## src/design/slxff_pkg.sv

```systemverilog
// ----------------------------------------------------------------------------
// slxff_pkg: shared types and constants of the sync/length/XOR frame filter
// Holds the byte constants, the controller state type and the command and
// status groups between controller and datapath.
// ----------------------------------------------------------------------------
package slxff_pkg;

  localparam int unsigned MaxFrameLen = 64;
  localparam logic [7:0]  SyncByte    = 8'h55;
  localparam logic [7:0]  MinLen      = 8'd4;
  // bytes of a frame that are not payload: sync, length, checksum
  localparam logic [7:0]  HdrBytes    = 8'd3;

  typedef enum logic [3:0] {
    ST_HUNT,
    ST_LEN,
    ST_DATA,
    ST_CSUM,
    ST_E_SYNC,
    ST_E_LEN,
    ST_E_RD,
    ST_E_PAY,
    ST_E_CSUM
  } state_e;

  typedef enum logic [1:0] {
    OSEL_SYNC,
    OSEL_LEN,
    OSEL_RAM,
    OSEL_XOR
  } out_sel_e;

  typedef struct packed {
    logic     len_ld;
    logic     data_ld;
    logic     idx_clr;
    logic     idx_inc;
    logic     rd_en;
    logic     out_ld;
    out_sel_e osel;
    logic     out_last;
  } cmd_t;

  typedef struct packed {
    logic sync_hit;
    logic len_short;
    logic data_done;
    logic csum_ok;
    logic pay_last;
    logic out_free;
  } sts_t;

endpackage

```

## src/design/slxff_ram.sv

```systemverilog
// ----------------------------------------------------------------------------
// slxff_ram: generic single-write, single-read RAM
// One write port and one read port with registered read data.
// ----------------------------------------------------------------------------
module slxff_ram #(
  parameter int unsigned Width = 8,
  parameter int unsigned Depth = 64
) (
  input  logic                     clk_i,
  input  logic                     we_i,
  input  logic [$clog2(Depth)-1:0] waddr_i,
  input  logic [Width-1:0]         wdata_i,
  input  logic                     re_i,
  input  logic [$clog2(Depth)-1:0] raddr_i,
  output logic [Width-1:0]         rdata_o
);

  logic [Width-1:0] mem_q [Depth];
  logic [Width-1:0] rdata_q;

  always_ff @(posedge clk_i) begin
    if (we_i) begin
      mem_q[waddr_i] <= wdata_i;
    end
    if (re_i) begin
      rdata_q <= mem_q[raddr_i];
    end
  end

  assign rdata_o = rdata_q;

endmodule

```

## src/design/slxff_dp.sv

```systemverilog
// ----------------------------------------------------------------------------
// slxff_dp: datapath of the frame filter
// Frame length, payload count, running XOR, payload RAM, replay index and the
// output word register.
// ----------------------------------------------------------------------------
module slxff_dp #(
  parameter int unsigned MAX_FRAME_LEN = slxff_pkg::MaxFrameLen
) (
  input  logic               clk_i,
  input  logic               rst_ni,
  input  slxff_pkg::cmd_t    cmd_i,
  output slxff_pkg::sts_t    sts_o,
  input  logic [7:0]         rx_byte_i,
  output logic               frame_valid_o,
  input  logic               frame_ready_i,
  output logic [7:0]         frame_byte_o,
  output logic               frame_last_o
);

  localparam int unsigned AddrW = $clog2(MAX_FRAME_LEN);

  logic [7:0]       len_q, cnt_q, xor_q;
  logic             ovs_q;
  logic [AddrW-1:0] idx_q;
  logic [7:0]       out_byte_q;
  logic             out_last_q, out_valid_q;
  logic [7:0]       ram_rdata;
  logic [7:0]       pay_len;
  logic [7:0]       out_mux;

  assign pay_len = len_q - slxff_pkg::HdrBytes;

  always_ff @(posedge clk_i or negedge rst_ni) begin
    if (!rst_ni) begin
      len_q <= '0;
      cnt_q <= '0;
      xor_q <= '0;
      ovs_q <= 1'b0;
      idx_q <= '0;
    end else begin
      if (cmd_i.len_ld) begin
        len_q <= rx_byte_i;
        cnt_q <= '0;
        xor_q <= slxff_pkg::SyncByte ^ rx_byte_i;
        ovs_q <= {1'b0, rx_byte_i} > 9'(MAX_FRAME_LEN);
      end
      if (cmd_i.data_ld) begin
        cnt_q <= cnt_q + 8'd1;
        xor_q <= xor_q ^ rx_byte_i;
      end
      if (cmd_i.idx_clr) begin
        idx_q <= '0;
      end else if (cmd_i.idx_inc) begin
        idx_q <= idx_q + AddrW'(1);
      end
    end
  end

  // store payload only for frames that fit; the count stays below the depth then
  slxff_ram #(
    .Width (8),
    .Depth (MAX_FRAME_LEN)
  ) u_ram (
    .clk_i   (clk_i),
    .we_i    (cmd_i.data_ld && !ovs_q),
    .waddr_i (cnt_q[AddrW-1:0]),
    .wdata_i (rx_byte_i),
    .re_i    (cmd_i.rd_en),
    .raddr_i (idx_q),
    .rdata_o (ram_rdata)
  );

  always_comb begin
    unique case (cmd_i.osel)
      slxff_pkg::OSEL_SYNC: out_mux = slxff_pkg::SyncByte;
      slxff_pkg::OSEL_LEN:  out_mux = len_q;
      slxff_pkg::OSEL_RAM:  out_mux = ram_rdata;
      slxff_pkg::OSEL_XOR:  out_mux = xor_q;
      default:              out_mux = xor_q;
    endcase
  end

  always_ff @(posedge clk_i or negedge rst_ni) begin
    if (!rst_ni) begin
      out_valid_q <= 1'b0;
    end else if (cmd_i.out_ld) begin
      out_valid_q <= 1'b1;
    end else if (frame_ready_i) begin
      out_valid_q <= 1'b0;
    end
  end

  always_ff @(posedge clk_i) begin
    if (cmd_i.out_ld) begin
      out_byte_q <= out_mux;
      out_last_q <= cmd_i.out_last;
    end
  end

  assign sts_o.sync_hit  = rx_byte_i == slxff_pkg::SyncByte;
  assign sts_o.len_short = rx_byte_i < slxff_pkg::MinLen;
  assign sts_o.data_done = (9'(cnt_q) + 9'd1) >= 9'(pay_len);
  assign sts_o.csum_ok   = !ovs_q && (xor_q == rx_byte_i);
  assign sts_o.pay_last  = (8'(idx_q) + 8'd1) == pay_len;
  assign sts_o.out_free  = !out_valid_q || frame_ready_i;

  assign frame_valid_o = out_valid_q;
  assign frame_byte_o  = out_byte_q;
  assign frame_last_o  = out_last_q;

endmodule

```

## src/design/slxff_ctrl.sv

```systemverilog
// ----------------------------------------------------------------------------
// slxff_ctrl: controller of the frame filter
// Tracks the frame phase while receiving and sequences the replay of a good
// frame into the output register.
// ----------------------------------------------------------------------------
module slxff_ctrl (
  input  logic            clk_i,
  input  logic            rst_ni,
  input  logic            rx_valid_i,
  output logic            rx_ready_o,
  input  slxff_pkg::sts_t sts_i,
  output slxff_pkg::cmd_t cmd_o
);

  slxff_pkg::state_e state_q, state_d;
  logic              acc;

  always_ff @(posedge clk_i or negedge rst_ni) begin
    if (!rst_ni) begin
      state_q <= slxff_pkg::ST_HUNT;
    end else begin
      state_q <= state_d;
    end
  end

  always_comb begin
    state_d    = state_q;
    cmd_o      = '0;
    cmd_o.osel = slxff_pkg::OSEL_SYNC;
    rx_ready_o = (state_q == slxff_pkg::ST_HUNT) || (state_q == slxff_pkg::ST_LEN) ||
                 (state_q == slxff_pkg::ST_DATA) || (state_q == slxff_pkg::ST_CSUM);
    acc        = rx_valid_i && rx_ready_o;
    unique case (state_q)
      slxff_pkg::ST_HUNT: begin
        if (acc && sts_i.sync_hit) state_d = slxff_pkg::ST_LEN;
      end
      slxff_pkg::ST_LEN: begin
        if (acc) begin
          if (sts_i.len_short) begin
            state_d = slxff_pkg::ST_HUNT;
          end else begin
            cmd_o.len_ld = 1'b1;
            state_d      = slxff_pkg::ST_DATA;
          end
        end
      end
      slxff_pkg::ST_DATA: begin
        if (acc) begin
          cmd_o.data_ld = 1'b1;
          if (sts_i.data_done) state_d = slxff_pkg::ST_CSUM;
        end
      end
      slxff_pkg::ST_CSUM: begin
        if (acc) begin
          cmd_o.idx_clr = 1'b1;
          state_d = sts_i.csum_ok ? slxff_pkg::ST_E_SYNC : slxff_pkg::ST_HUNT;
        end
      end
      slxff_pkg::ST_E_SYNC: begin
        if (sts_i.out_free) begin
          cmd_o.out_ld = 1'b1;
          cmd_o.osel   = slxff_pkg::OSEL_SYNC;
          state_d      = slxff_pkg::ST_E_LEN;
        end
      end
      slxff_pkg::ST_E_LEN: begin
        if (sts_i.out_free) begin
          cmd_o.out_ld = 1'b1;
          cmd_o.osel   = slxff_pkg::OSEL_LEN;
          state_d      = slxff_pkg::ST_E_RD;
        end
      end
      slxff_pkg::ST_E_RD: begin
        cmd_o.rd_en = 1'b1;
        state_d     = slxff_pkg::ST_E_PAY;
      end
      slxff_pkg::ST_E_PAY: begin
        if (sts_i.out_free) begin
          cmd_o.out_ld  = 1'b1;
          cmd_o.osel    = slxff_pkg::OSEL_RAM;
          cmd_o.idx_inc = 1'b1;
          state_d = sts_i.pay_last ? slxff_pkg::ST_E_CSUM : slxff_pkg::ST_E_RD;
        end
      end
      slxff_pkg::ST_E_CSUM: begin
        if (sts_i.out_free) begin
          cmd_o.out_ld   = 1'b1;
          cmd_o.osel     = slxff_pkg::OSEL_XOR;
          cmd_o.out_last = 1'b1;
          state_d        = slxff_pkg::ST_HUNT;
        end
      end
      default: state_d = slxff_pkg::ST_HUNT;
    endcase
  end

endmodule

```

## src/design/sync_length_xor_frame_filter_core.sv

```systemverilog
// ----------------------------------------------------------------------------
// sync_length_xor_frame_filter_core: sync/length/XOR-checksum frame filter
// Hunts for the sync byte, takes the length, payload and checksum bytes, and
// replays each stored frame whose checksum matches as a stream of words.
// ----------------------------------------------------------------------------
//  channel | direction | handshake                   | payload
//  rx      | in        | rx_valid_i / rx_ready_o     | rx_byte_i
//  frame   | out       | frame_valid_o / frame_ready_i | frame_byte_o, frame_last_o
//
//  While receiving, one word is taken each cycle.
//  A good frame replays as the sync word, then the length word, then each
//  payload word as a RAM read followed by an output load through the
//  registered read port, then the checksum word.
//  rx_ready_o is low for the whole replay; output stalls stretch it.
//  Reset clears the controller and the output valid; the payload RAM needs no
//  clearing pass, as only entries written in the current frame are replayed.
// ----------------------------------------------------------------------------
module sync_length_xor_frame_filter_core #(
  parameter int unsigned MAX_FRAME_LEN = slxff_pkg::MaxFrameLen
) (
  input  logic       clk_i,
  input  logic       rst_ni,
  input  logic       rx_valid_i,
  output logic       rx_ready_o,
  input  logic [7:0] rx_byte_i,
  output logic       frame_valid_o,
  input  logic       frame_ready_i,
  output logic [7:0] frame_byte_o,
  output logic       frame_last_o
);

  slxff_pkg::cmd_t cmd;
  slxff_pkg::sts_t sts;

  // phase tracking and replay sequencing
  slxff_ctrl u_ctrl (
    .clk_i      (clk_i),
    .rst_ni     (rst_ni),
    .rx_valid_i (rx_valid_i),
    .rx_ready_o (rx_ready_o),
    .sts_i      (sts),
    .cmd_o      (cmd)
  );

  // counters, checksum, payload store and output word register
  slxff_dp #(
    .MAX_FRAME_LEN (MAX_FRAME_LEN)
  ) u_dp (
    .clk_i         (clk_i),
    .rst_ni        (rst_ni),
    .cmd_i         (cmd),
    .sts_o         (sts),
    .rx_byte_i     (rx_byte_i),
    .frame_valid_o (frame_valid_o),
    .frame_ready_i (frame_ready_i),
    .frame_byte_o  (frame_byte_o),
    .frame_last_o  (frame_last_o)
  );

endmodule

```

## config.mk

```make
export PLATFORM = sky130hd
export DESIGN_NAME = sync_length_xor_frame_filter_core
export DESIGN_NICKNAME = d
export VERILOG_FILES = /design/src/design/slxff_pkg.sv /design/src/design/slxff_ram.sv /design/src/design/slxff_dp.sv /design/src/design/slxff_ctrl.sv /design/src/design/sync_length_xor_frame_filter_core.sv
export SDC_FILE = /design/constraint.sdc
export NUM_CORES = 1
export LEC_CHECK = 0
export ABC_AREA = 0
export BUFFER_PORTS_ARGS = -buffer_cell sky130_fd_sc_hd__buf_4
export CAP_MARGIN = 20
export CORE_ASPECT_RATIO = 0.5
export CORE_UTILIZATION = 29
export CTS_BUF_LIST = sky130_fd_sc_hd__clkbuf_4
export CTS_CLUSTER_SIZE = 40
export DETAILED_ROUTE_END_ITERATION = 8
export PLACE_DENSITY = 0.43
export REMOVE_ABC_BUFFERS = 1
export SLEW_MARGIN = 10
export SYNTH_ARGS = -nofsm -noshare
export SYNTH_HDL_FRONTEND = slang
export SYNTH_SLANG_ARGS = --single-unit
```

## constraint.sdc

```tcl
create_clock -name clk_i -period 3.75 [get_ports clk_i]
set_clock_uncertainty 0.1 [all_clocks]
set_input_delay 0.75 -clock clk_i [delete_from_list [all_inputs] [get_ports clk_i]]
set_output_delay 0.75 -clock clk_i [all_outputs]
set_load 0.03 [all_outputs]
```

### After elaboration in Yosys (flattened, before gate mapping)

Memory sizes are Yosys's and may differ from the RTL's. A register that Yosys moved wholly into a read port is not among the register bits.
Index checks and enable logic that the tools add are counted.

* bits in registers: 45
* latch bits: 0
* bits in writable memories: 512
* ROM bits: 0
* input port bits: 12
* output and inout bits: 11
* word-level logic and storage cells: 97
* memories kept: 1

Memory list
* u_dp.u_ram.mem_q: words 64, width 8, read ports 1, clocked after memory_dff 1, write ports 1, RTL line slxff_ram.sv:18 `logic [Width-1:0] mem_q [Depth];`

* add/subtract/negate cells: 5
* multiply operators: 0
* div/mod/pow operators: 0
* magnitude comparators: 3
* equal/unequal tests: 23
* shift operators: 0
* multiplexer cells: 38
* bitwise gates (word level): 2
* reduce and logical (&&, ||, !) cells: 16

Operator list (number)
* $mux W4: 11
* $pmux W4 S9: 1
* $mux W8: 4
* $pmux W8 S4: 1
* $eq A4 B3 Y1 const B: 4
* $eq A8 B8 Y1: 2
* $mux W1: 13
* $mux W3: 4
* $mux W6: 2
* $ne A2 B2 Y1 const B: 6
* $pmux W3 S4: 1
* $add A8 B1 Y9 const B: 1
* $ge A9 B8 Y1: 1
* $reduce_and A9 Y1: 1
* $add A8 B1 Y8 const B: 1
* $eq A4 B2 Y1 const B: 2
* $eq A8 B7 Y1 const B: 1
* $gt A8 B7 Y1 const B: 1
* $lt A8 B3 Y1 const B: 1
* $sub A8 B2 Y8 const B: 1
* $xor A8 B8 Y8: 1
* $add A6 B1 Y7 const B: 1
* $add A6 B1 Y6 const B: 1
* $ne A2 B1 Y1 const B: 3
* 12 further kinds: 22

### Longest topological paths before layout

Gate-level depths: netlist of run 1.

* word-level depth: 10
* depth in mapped cells: 12
* mapped depth without buffers: 12

### Hierarchy

Synthesis of run 1 repeated with hierarchy kept, for this count alone.

* cell total of the unflattened synthesis: 1247
* area total of the unflattened synthesis: 23192.2 µm²

Modules (own cells, without submodules)
* slxff_ram: times used 1, cells an instance 940, area each 20246.9 µm², sequential area each 15615.0 µm²
* slxff_dp: times used 1, cells an instance 258, area each 2537.4 µm², sequential area each 1071.0 µm²
* slxff_ctrl: times used 1, cells an instance 49, area each 407.9 µm², sequential area each 100.1 µm²

### Worst setup path before layout of run 1

Ideal clock, no wire load.

* path kind: register to register
* start: reg u_ctrl.state_q[2]
* end: mem u_dp.u_ram.mem_q[61][0], enable pin
* library setup time: 371 ps
* data arrival time: 2336 ps
* data required time: 3279 ps
* path slack: 943 ps
* cell stages (with the launch flop): 8
* path buffers: 2
* period minus slack after synthesis: 2807 ps
* path through: dfrtp_1 -> clkbuf_1 -> nor2_1 -> nand2_1 -> nor2_1 -> clkbuf_1 -> nand4_1 -> nor2_1

* word-level cells in the longest chain between the ends: 10
* elaborated cells between the ends (all ways): 13
* those cells by class: 3 x eq/ne; 4 x mux; 6 x reduce/logical

RTL lines
* from (decl): RTL line slxff_ctrl.sv:15 `slxff_pkg::state_e state_q, state_d;`
* from (signal assigned): RTL line slxff_ctrl.sv:20 `state_q <= slxff_pkg::ST_HUNT;`
* from (signal assigned): RTL line slxff_ctrl.sv:22 `state_q <= state_d;`
* $eq A4 B1 Y1 / $logic_not A4 Y1 (equally long branches): RTL line slxff_ctrl.sv:30 `rx_ready_o = (state_q == slxff_pkg::ST_HUNT) || (state_q == slxff_pkg::ST_LEN) ||`
* $logic_or A1 B1 Y1 (2 in a row): RTL line slxff_ctrl.sv:30
* $logic_or A1 B1 Y1 (*): RTL line slxff_ctrl.sv:31 `(state_q == slxff_pkg::ST_DATA) || (state_q == slxff_pkg::ST_CSUM);`
* net rx_ready_o: RTL line sync_length_xor_frame_filter_core.sv:24 `output logic rx_ready_o,`
* $logic_and A1 B1 Y1 (*): RTL line slxff_ctrl.sv:32 `acc = rx_valid_i && rx_ready_o;`
* $mux W1 (*): RTL line slxff_ctrl.sv:48 `if (acc) begin`
* $mux W1 (*): RTL line slxff_ctrl.sv:33 `unique case (state_q)`
* $logic_and A1 B1 Y1 (*): RTL line slxff_dp.sv:65 `.we_i (cmd_i.data_ld && !ovs_q),`
* $mux W1 (*): RTL line slxff_ram.sv:22 `if (we_i) begin`
* $mux W1 (not written as such) (*): RTL line slxff_ram.sv:23 `mem_q[waddr_i] <= wdata_i;`
* to (decl): RTL line slxff_ram.sv:18

Mark *: on every way through the listed nets, which the timed path passes. The rest lies on a longest branch.

### Worst setup path in the final report of run 1

* start: reg u_ctrl.state_q[2]
* end: mem u_dp.u_ram.mem_q[29][6], enable pin

* word-level cells in the longest chain between the ends: 10
* elaborated cells between the ends (all ways): 13
* those cells by class: 3 x eq/ne; 4 x mux; 6 x reduce/logical

RTL lines (RTL line)
* $eq A4 B1 Y1 / $logic_not A4 Y1 (equally long branches): slxff_ctrl.sv:30
* $logic_or A1 B1 Y1 (2 in a row): slxff_ctrl.sv:30
* $logic_or A1 B1 Y1: slxff_ctrl.sv:31
* $logic_and A1 B1 Y1: slxff_ctrl.sv:32
* $mux W1: slxff_ctrl.sv:48
* $mux W1 (*): slxff_ctrl.sv:33
* $logic_and A1 B1 Y1 (*): slxff_dp.sv:65
* $mux W1 (*): slxff_ram.sv:22
* $mux W1 (not written as such) (*): slxff_ram.sv:23

Mark *: on every way between the ends. The rest lies on a longest branch, timed or not.

==> metrics.txt, run 1 <==
# TYPE chip_impl_metric gauge
chip_impl_metric{name="ys.warnings.count",unit=""} 0
chip_impl_info{name="crit_path_top_delay_cell",value="nor2_1"} 1
chip_impl_metric{name="placement.setup.worst_slack",unit="ns"} 0.540
chip_impl_metric{name="post-cts-setup-buffer-count",unit=""} 0
chip_impl_metric{name="synthDistinctLibCells",unit=""} 45
chip_impl_info{name="critPathKind",value="reg -> reg"} 1
chip_impl_metric{name="worst-endpoint-required",unit="ns"} 4.13
chip_impl_metric{name="cts_buffer_depth",unit=""} 3
chip_impl_metric{name="worst_ep_arrival_time",unit="ns"} 3.59
chip_impl_info{name="hold_path_class",value="in -> reg"} 1
chip_impl_info{name="most_frequently_used_cell_type_in_the_post_synthesis_netlist",value="edfxtp_1"} 1
chip_impl_metric{name="via_count",unit=""} 11700
chip_impl_metric{name="cts_sinks",unit=""} 565
chip_impl_metric{name="layout_min_cycle_time",unit="ns"} 3.21
chip_impl_metric{name="timing.critical_path.buf_inv",unit=""} 1
chip_impl_info{name="cp_cell_sequence",value="nor2_1, nand2_1, nor2_1, nand4_1, buf_4, nor2_1"} 1
chip_impl_metric{name="pwr_density",unit="nW/µm²"} 642
chip_impl_info{name="synth_top_cell_by_area",value="edfxtp_1"} 1
chip_impl_metric{name="routedWlPerCell",unit="µm"} 24.8
chip_impl_metric{name="drt_wl_total",unit="µm"} 60300
chip_impl_metric{name="grt_pass1_vias",unit=""} 12200
chip_impl_metric{name="synth.ff_latch_count",unit=""} 565
chip_impl_metric{name="drt_first_iter_violations",unit=""} 795
chip_impl_metric{name="timing.critical_path.depth",unit=""} 6
chip_impl_metric{name="hold_path_depth",unit=""} 1
chip_impl_metric{name="fmax",unit="MHz"} 311
chip_impl_metric{name="mappedNetlistArea",unit="µm²"} 22700
chip_impl_info{name="crit_path_start_kind",value="flop"} 1
chip_impl_metric{name="post-place-cells",unit=""} 2193
chip_impl_metric{name="clock_latency",unit="ns"} 0.88
chip_impl_metric{name="fp.coreArea",unit="µm²"} 77300
chip_impl_metric{name="ys_seq_area_share",unit="%"} 74.0
chip_impl_metric{name="postSynth.asyncResetShare",unit="%"} 6.37
chip_impl_metric{name="drt_pre_antenna_iters",unit=""} 7
chip_impl_info{name="tritoncts",value="yes"} 1
chip_impl_metric{name="static-leakage-power",unit="nW"} 8.45
chip_impl_metric{name="max_slew_margin",unit="%"} 36.4
chip_impl_metric{name="die_w",unit="µm"} 397
chip_impl_info{name="rsz0062_at_grt",value="false"} 1
chip_impl_metric{name="die-area",unit="µm²"} 79400
chip_impl_metric{name="grt_overflow",unit=""} 0
chip_impl_info{name="synth-main-ff-cell",value="edfxtp_1"} 1
chip_impl_info{name="run_status",value="finished clean"} 1
chip_impl_metric{name="fillCellCount",unit=""} 7294
chip_impl_metric{name="cts.htree.levels",unit=""} 4
chip_impl_info{name="clk_root_buffer_cell",value="clkbuf_4"} 1
chip_impl_metric{name="peakVddDrop",unit="mV"} 0.225
chip_impl_metric{name="grt_util_all_layers",unit="%"} 15.6
chip_impl_metric{name="worstPathMaxFanout",unit=""} 9
chip_impl_metric{name="floorplan.rows",unit=""} 72
chip_impl_metric{name="postSynthAreaPerCell",unit="µm²"} 20.5
chip_impl_info{name="crit_path_frequent_cell",value="nor2_1"} 1
chip_impl_metric{name="final_core_util",unit="%"} 34.1
chip_impl_metric{name="cts.repair.resized",unit=""} 0
chip_impl_metric{name="design.final.nets",unit=""} 1325
chip_impl_info{name="synth.top_cells.by_area",value="edfxtp_1 (70%), mux4_2 (17%), dfrtp_1 (4.0%)"} 1
chip_impl_metric{name="r2r_cells",unit=""} 6
chip_impl_metric{name="post_synth_inst_count",unit=""} 1108
chip_impl_metric{name="syn_to_final_growth",unit="%"} 16.2
chip_impl_metric{name="drcViolationCount",unit=""} 0
chip_impl_metric{name="fin_crit_sh",unit="%"} 85.6
chip_impl_metric{name="path_clk_slew",unit="ns"} 0.07
chip_impl_metric{name="timing_worst_slew_pin_value",unit="ns"} 0.951
chip_impl_metric{name="tritoncts.num_buffers",unit=""} 142
chip_impl_metric{name="fp.dieH",unit="µm"} 200
chip_impl_metric{name="starting_density_of_the_core",unit="%"} 29.3
chip_impl_metric{name="ioPinCount",unit=""} 23
chip_impl_metric{name="gp_congestion",unit=""} 0.807
chip_impl_metric{name="portBuffers",unit=""} 22
chip_impl_info{name="endpoint_kind",value="flop"} 1
chip_impl_metric{name="postRouteAntennaNets",unit=""} 0
chip_impl_metric{name="post-route-worst-setup-slack",unit="ns"} 0.539
chip_impl_metric{name="vias_per_cell",unit=""} 4.82
chip_impl_info{name="cp_top_family",value="simple AND/OR/NAND/NOR gates"} 1
chip_impl_metric{name="crit_path_max_incr_delay",unit="ns"} 0.71
chip_impl_metric{name="drive_gt1_share",unit="%"} 36.2
chip_impl_metric{name="timing.max_cap.violations",unit=""} 0
chip_impl_metric{name="grt_first_pass_wirelength",unit="µm"} 87200
chip_impl_metric{name="antenna_found_initial",unit=""} 3
chip_impl_info{name="netlist_top_cells_count",value="edfxtp_1 (529), mux4_2 (168), nor2_1 (84)"} 1
chip_impl_metric{name="final_cells",unit=""} 2428
chip_impl_metric{name="hold_viol_final",unit=""} 0
chip_impl_metric{name="share_of_yosys_cell_area_claimed_by_the_top_area_cell_type",unit="%"} 70.0
chip_impl_metric{name="grt_max_degree",unit=""} 75
chip_impl_metric{name="number_of_synthesized_flops_with_an_enable_pin",unit=""} 529
chip_impl_metric{name="maxSlewViolCount",unit=""} 0
chip_impl_metric{name="setup_violators_final",unit=""} 0
chip_impl_metric{name="dpl.hpwl",unit="µm"} 38100
==> through the flow <==
stage | setup TNS [ns] | power, mW | instance area [µm²] | hold WS (ns)
final | 0 | 16.9 | 26400 | 0.134
after global routing | 0 | 17.8 | 26400 | 0.0314
after CTS | 0 | 17.2 | 26400 | 0.0289
after detailed placement | 0 | 11.9 | 24600 | 0.417
after global placement | 0 | 11.9 | 24600 | 0.402
after floorplan | -48.98 | 10.5 | 22400 | 0.354
==> logic make-up (layout without fill, tap and decap cells) <==
kind of cell	count (synthesis)	count (layout)	synth area share, %
compound gates	68	68	1.98
xor+xnor	28	28	1.08
flops	565	565	74.0
mux	176	176	17.1
buf+inv	71	353	1.49
simple gates	189	189	3.77
fa+ha+maj	11	11	0.607
other cells	0	2	0
==> power by group <==
group | switching (mW) | internal [mW]
Clock | 2.47 | 2.76
Combinational | 2.11 | 1.99
Sequential | 0.430 | 7.16
==> layout by cell type (no fill, tap or decap), drive strengths merged, types with 7 or more instances in the layout <==
cell | Yosys | routed
o21ai | 20 | 20
mux4 | 168 | 168
clkinv | 0 | 16
a222oi | 8 | 8
nand3 | 21 | 21
nand2b | 7 | 7
nor2 | 84 | 84
nand2 | 38 | 38
dfrtp | 36 | 36
xnor2 | 12 | 12
buf | 19 | 106
inv | 14 | 18
clkbuf | 38 | 205
nor3 | 8 | 8
xor2 | 16 | 16
a21oi | 18 | 18
edfxtp | 529 | 529
ha | 11 | 11
or3 | 7 | 7
==> final timing paths <==
kind,endpoint,from,slack (ns)
max reg2reg,u_dp.u_ram.mem_q[29][6],u_ctrl.state_q[2],0.54
min,u_dp.u_ram.mem_q[0][7],rx_byte_i[7],0.13
max in group asynchronous,u_dp.idx_q[0],rst_ni,2.82
max,u_dp.u_ram.mem_q[29][6],u_ctrl.state_q[2],0.54
min reg2reg,u_dp.cnt_q[6],u_dp.cnt_q[6],0.43
min in group asynchronous,u_ctrl.state_q[0],rst_ni,0.32
==> routing by layer <==
metal / global-route usage (%) / up-vias / wire length, µm
li1: - / 5045 / -
met1: 21.6 / 6208 / 27600
met2: 23.7 / 379 / 27700
met3: 4.68 / 79 / 4000
met4: 4.30 / 0 / 1010
met5: 0 / - / 0
==> registers in the layout, summed over array words and instances (netlist names) <==
signal and flops:
u_dp.ovs_q 1, u_dp.xor_q 8, u_dp.frame_last_o 1, u_dp.frame_valid_o 1
u_ctrl.state_q 4, u_dp.frame_byte_o 8, u_dp.cnt_q 8, u_dp.idx_q 6
u_dp.len_q 8, u_dp.u_ram.rdata_o 8, u_dp.u_ram.mem_q 512
==> cell type report <==
cell class                      count  area (µm²)  area share [%]
Timing Repair Buffer              107         893            3.39
Multi-Input combinational cell    472        5560            21.1
Antenna cell                        2        5.00          0.0190
Clock inverter                     27         221           0.840
Clock buffer                      205        1540            5.84
Inverter                           14        52.6           0.199
Sequential cell                   565       16800            63.7
Tap cell                         1036        1300            4.92
==> timing repair <==
action / CTS / global route
endpoints found under the setup margin: 0 / 0
hold endpoints to repair: 36 / 0
hold buffers: 1 / 0
Note: power is estimated with default switching activity, not from simulation.
==> run 2, diff against run 1 <==
--- a/config.mk
+++ b/config.mk
@@ -14,6 +14,7 @@
 export CTS_CLUSTER_SIZE = 40
 export DETAILED_ROUTE_END_ITERATION = 8
 export PLACE_DENSITY = 0.43
+export RECOVER_POWER = 100
 export REMOVE_ABC_BUFFERS = 1
 export SLEW_MARGIN = 10
 export SYNTH_ARGS = -nofsm -noshare
==> metrics.txt, run 2 (same netlist as run 1, synthesis figures left out) <==
# TYPE chip_impl_metric gauge
chip_impl_metric{name="timing.max_cap.violations",unit=""} 4
chip_impl_metric{name="dpl.hpwl",unit="µm"} 38100
chip_impl_metric{name="max_slew_margin",unit="%"} -117
chip_impl_metric{name="grt_util_all_layers",unit="%"} 15.6
chip_impl_metric{name="grt_max_degree",unit=""} 75
chip_impl_metric{name="floorplan.rows",unit=""} 72
chip_impl_metric{name="drt_wl_total",unit="µm"} 60400
chip_impl_metric{name="maxSlewViolCount",unit=""} 236
chip_impl_metric{name="largest_register_ffs",unit=""} 512
chip_impl_metric{name="via_count",unit=""} 11800
chip_impl_metric{name="fmax",unit="MHz"} 289
chip_impl_metric{name="die_w",unit="µm"} 397
chip_impl_metric{name="placement.setup.worst_slack",unit="ns"} 0.540
chip_impl_metric{name="worstPathMaxFanout",unit=""} 9
chip_impl_info{name="clk_root_buffer_cell",value="clkbuf_4"} 1
chip_impl_metric{name="drt_first_iter_violations",unit=""} 821
chip_impl_metric{name="peakVddDrop",unit="mV"} 0.208
chip_impl_info{name="mostFrequentLayoutCells",value="edfxtp_1 (529), clkbuf_4 (205), mux4_2 (168)"} 1
chip_impl_metric{name="hold_viol_final",unit=""} 0
chip_impl_metric{name="r2r_cells",unit=""} 7
chip_impl_metric{name="drive_gt1_share",unit="%"} 31.7
chip_impl_metric{name="vias_per_cell",unit=""} 4.85
chip_impl_metric{name="fp.coreArea",unit="µm²"} 77300
chip_impl_metric{name="cts.htree.levels",unit=""} 4
chip_impl_info{name="largest_register",value="u_dp.u_ram.mem_q"} 1
chip_impl_metric{name="hold_path_depth",unit=""} 3
chip_impl_info{name="tritoncts",value="yes"} 1
chip_impl_metric{name="path_clk_slew",unit="ns"} 0.06
chip_impl_metric{name="portBuffers",unit=""} 22
chip_impl_info{name="failing_checks",value="antenna violations, max-capacitance violations, max-slew violations"} 1
chip_impl_info{name="worst_r2r_endpoint",value="u_dp.u_ram.mem_q[10][1]"} 1
chip_impl_metric{name="worst_case_register_to_register_setup_slack",unit="ns"} 0.29
chip_impl_metric{name="pwr_density",unit="nW/µm²"} 646
chip_impl_metric{name="clock_latency",unit="ns"} 0.89
chip_impl_info{name="critPathKind",value="reg -> reg"} 1
chip_impl_metric{name="antenna_found_initial",unit=""} 3
chip_impl_metric{name="postRouteAntennaNets",unit=""} 1
chip_impl_metric{name="fp.dieH",unit="µm"} 200
chip_impl_metric{name="drt_pre_antenna_iters",unit=""} 5
chip_impl_metric{name="post-route-worst-setup-slack",unit="ns"} 0.285
chip_impl_metric{name="ioPinCount",unit=""} 23
chip_impl_metric{name="fin_crit_sh",unit="%"} 92.4
chip_impl_metric{name="layout_min_cycle_time",unit="ns"} 3.46
chip_impl_metric{name="cts_buffer_depth",unit=""} 3
chip_impl_metric{name="starting_density_of_the_core",unit="%"} 29.3
chip_impl_info{name="endpoint_kind",value="flop"} 1
chip_impl_metric{name="grt_pass1_vias",unit=""} 12200
chip_impl_metric{name="gp_congestion",unit=""} 0.807
chip_impl_info{name="worst_hold_path.endpoint",value="u_dp.frame_valid_o"} 1
chip_impl_metric{name="cts_sinks",unit=""} 565
chip_impl_info{name="hold_path_startpoint",value="frame_ready_i"} 1
chip_impl_metric{name="grt_first_pass_wirelength",unit="µm"} 87200
chip_impl_metric{name="finalHoldWorstSlack",unit="ns"} 0.161
chip_impl_metric{name="grt_overflow",unit=""} 0
chip_impl_metric{name="dpl-instance-area",unit="µm²"} 24600
chip_impl_info{name="crit_path_start_kind",value="flop"} 1
chip_impl_metric{name="static-leakage-power",unit="nW"} 8.20
chip_impl_metric{name="syn_to_final_growth",unit="%"} 15.1
chip_impl_metric{name="timing_worst_slew_pin_value",unit="ns"} 3.25
chip_impl_info{name="layout_commonest_cell",value="edfxtp_1"} 1
chip_impl_metric{name="drcViolationCount",unit=""} 0
chip_impl_metric{name="tritoncts.num_buffers",unit=""} 142
chip_impl_metric{name="setup_violators_final",unit=""} 0
chip_impl_metric{name="design.final.nets",unit=""} 1325
chip_impl_metric{name="final_cell_area",unit="µm²"} 26100
chip_impl_info{name="run_status",value="complete, but fails checks"} 1
chip_impl_metric{name="die-area",unit="µm²"} 79400
chip_impl_metric{name="worst_ep_arrival_time",unit="ns"} 3.85
chip_impl_info{name="worst_r2r_startpoint",value="u_ctrl.state_q[2]"} 1
chip_impl_metric{name="routedWlPerCell",unit="µm"} 24.8
chip_impl_info{name="hold_path_class",value="in -> reg"} 1
chip_impl_metric{name="worst-endpoint-required",unit="ns"} 4.14
chip_impl_info{name="rsz0062_at_grt",value="false"} 1
==> run 2: routing by layer <==
metal | GRT usage [%] | share of wire, %
met1 | 21.6 | 46
met2 | 23.7 | 46
met3 | 4.68 | 6.5
met4 | 4.30 | 1.7
met5 | 0 | 0
==> run 2: how the worst max path moves through the flow <==
stage	startpoint	end	slack, ns	cells after the start
floorplan	u_dp.idx_q[0]	u_ctrl.state_q[1]	-3.38	8
global placement	u_dp.len_q[4]	u_ctrl.state_q[2]	0.56	10
detailed placement	u_dp.idx_q[0]	u_dp.u_ram.rdata_o[6]	0.54	4
CTS	u_ctrl.state_q[2]	u_dp.u_ram.mem_q[25][7]	0.51	6
global route	u_ctrl.state_q[2]	u_dp.u_ram.mem_q[24][0]	0.14	6
finish	u_ctrl.state_q[2]	u_dp.u_ram.mem_q[10][1]	0.29	7
==> run 2: worst max-delay path, cell delays in order (launching register included) <==
cell and delay (ns):
dfrtp_1 0.47, nor2_1 0.39, nand4_1 0.40, nor2_1 0.38, nand3_1 0.12, clkbuf_1 0.48
nor2_1 0.22, clkbuf_1 0.49
==> run 2: cell type report <==
type,count,area [µm²]
sequential,565,16800
timing repair buffer,107,622
fill,7353,51200
antenna,7,17.5
tap,1036,1300
clock inverter,27,221
multi-input combinational,472,5560
inverter,14,52.6
clock buffer,205,1540
==> run 2: per-stage QoR <==
step                      total power [mW]  utilization [%]  TNS [ns]  instances
after floorplan                       10.5                -    -48.98       1051
after global placement                11.9             31.8         0       2193
after detailed placement              11.9             31.8         0       2193
after CTS                             17.2             34.1         0       2426
after global routing                  17.7             33.7         0       2428
final                                 16.9             33.8         0       2433
==> run 2: timing repair <==
item                                   CTS  global route
setup buffers                            0             0
gates resized for setup                  0             0
hold buffers                             1             0
endpoints found under the hold margin   36             0
==> run 2: report_power, final <==
part / total (mW) / internal, mW / switching [mW]
clock network: 5.24 / 2.76 / 2.47
registers: 7.60 / 7.17 / 0.429
logic: 4.04 / 1.93 / 2.11
total: 16.9 / 11.9 / 5.02
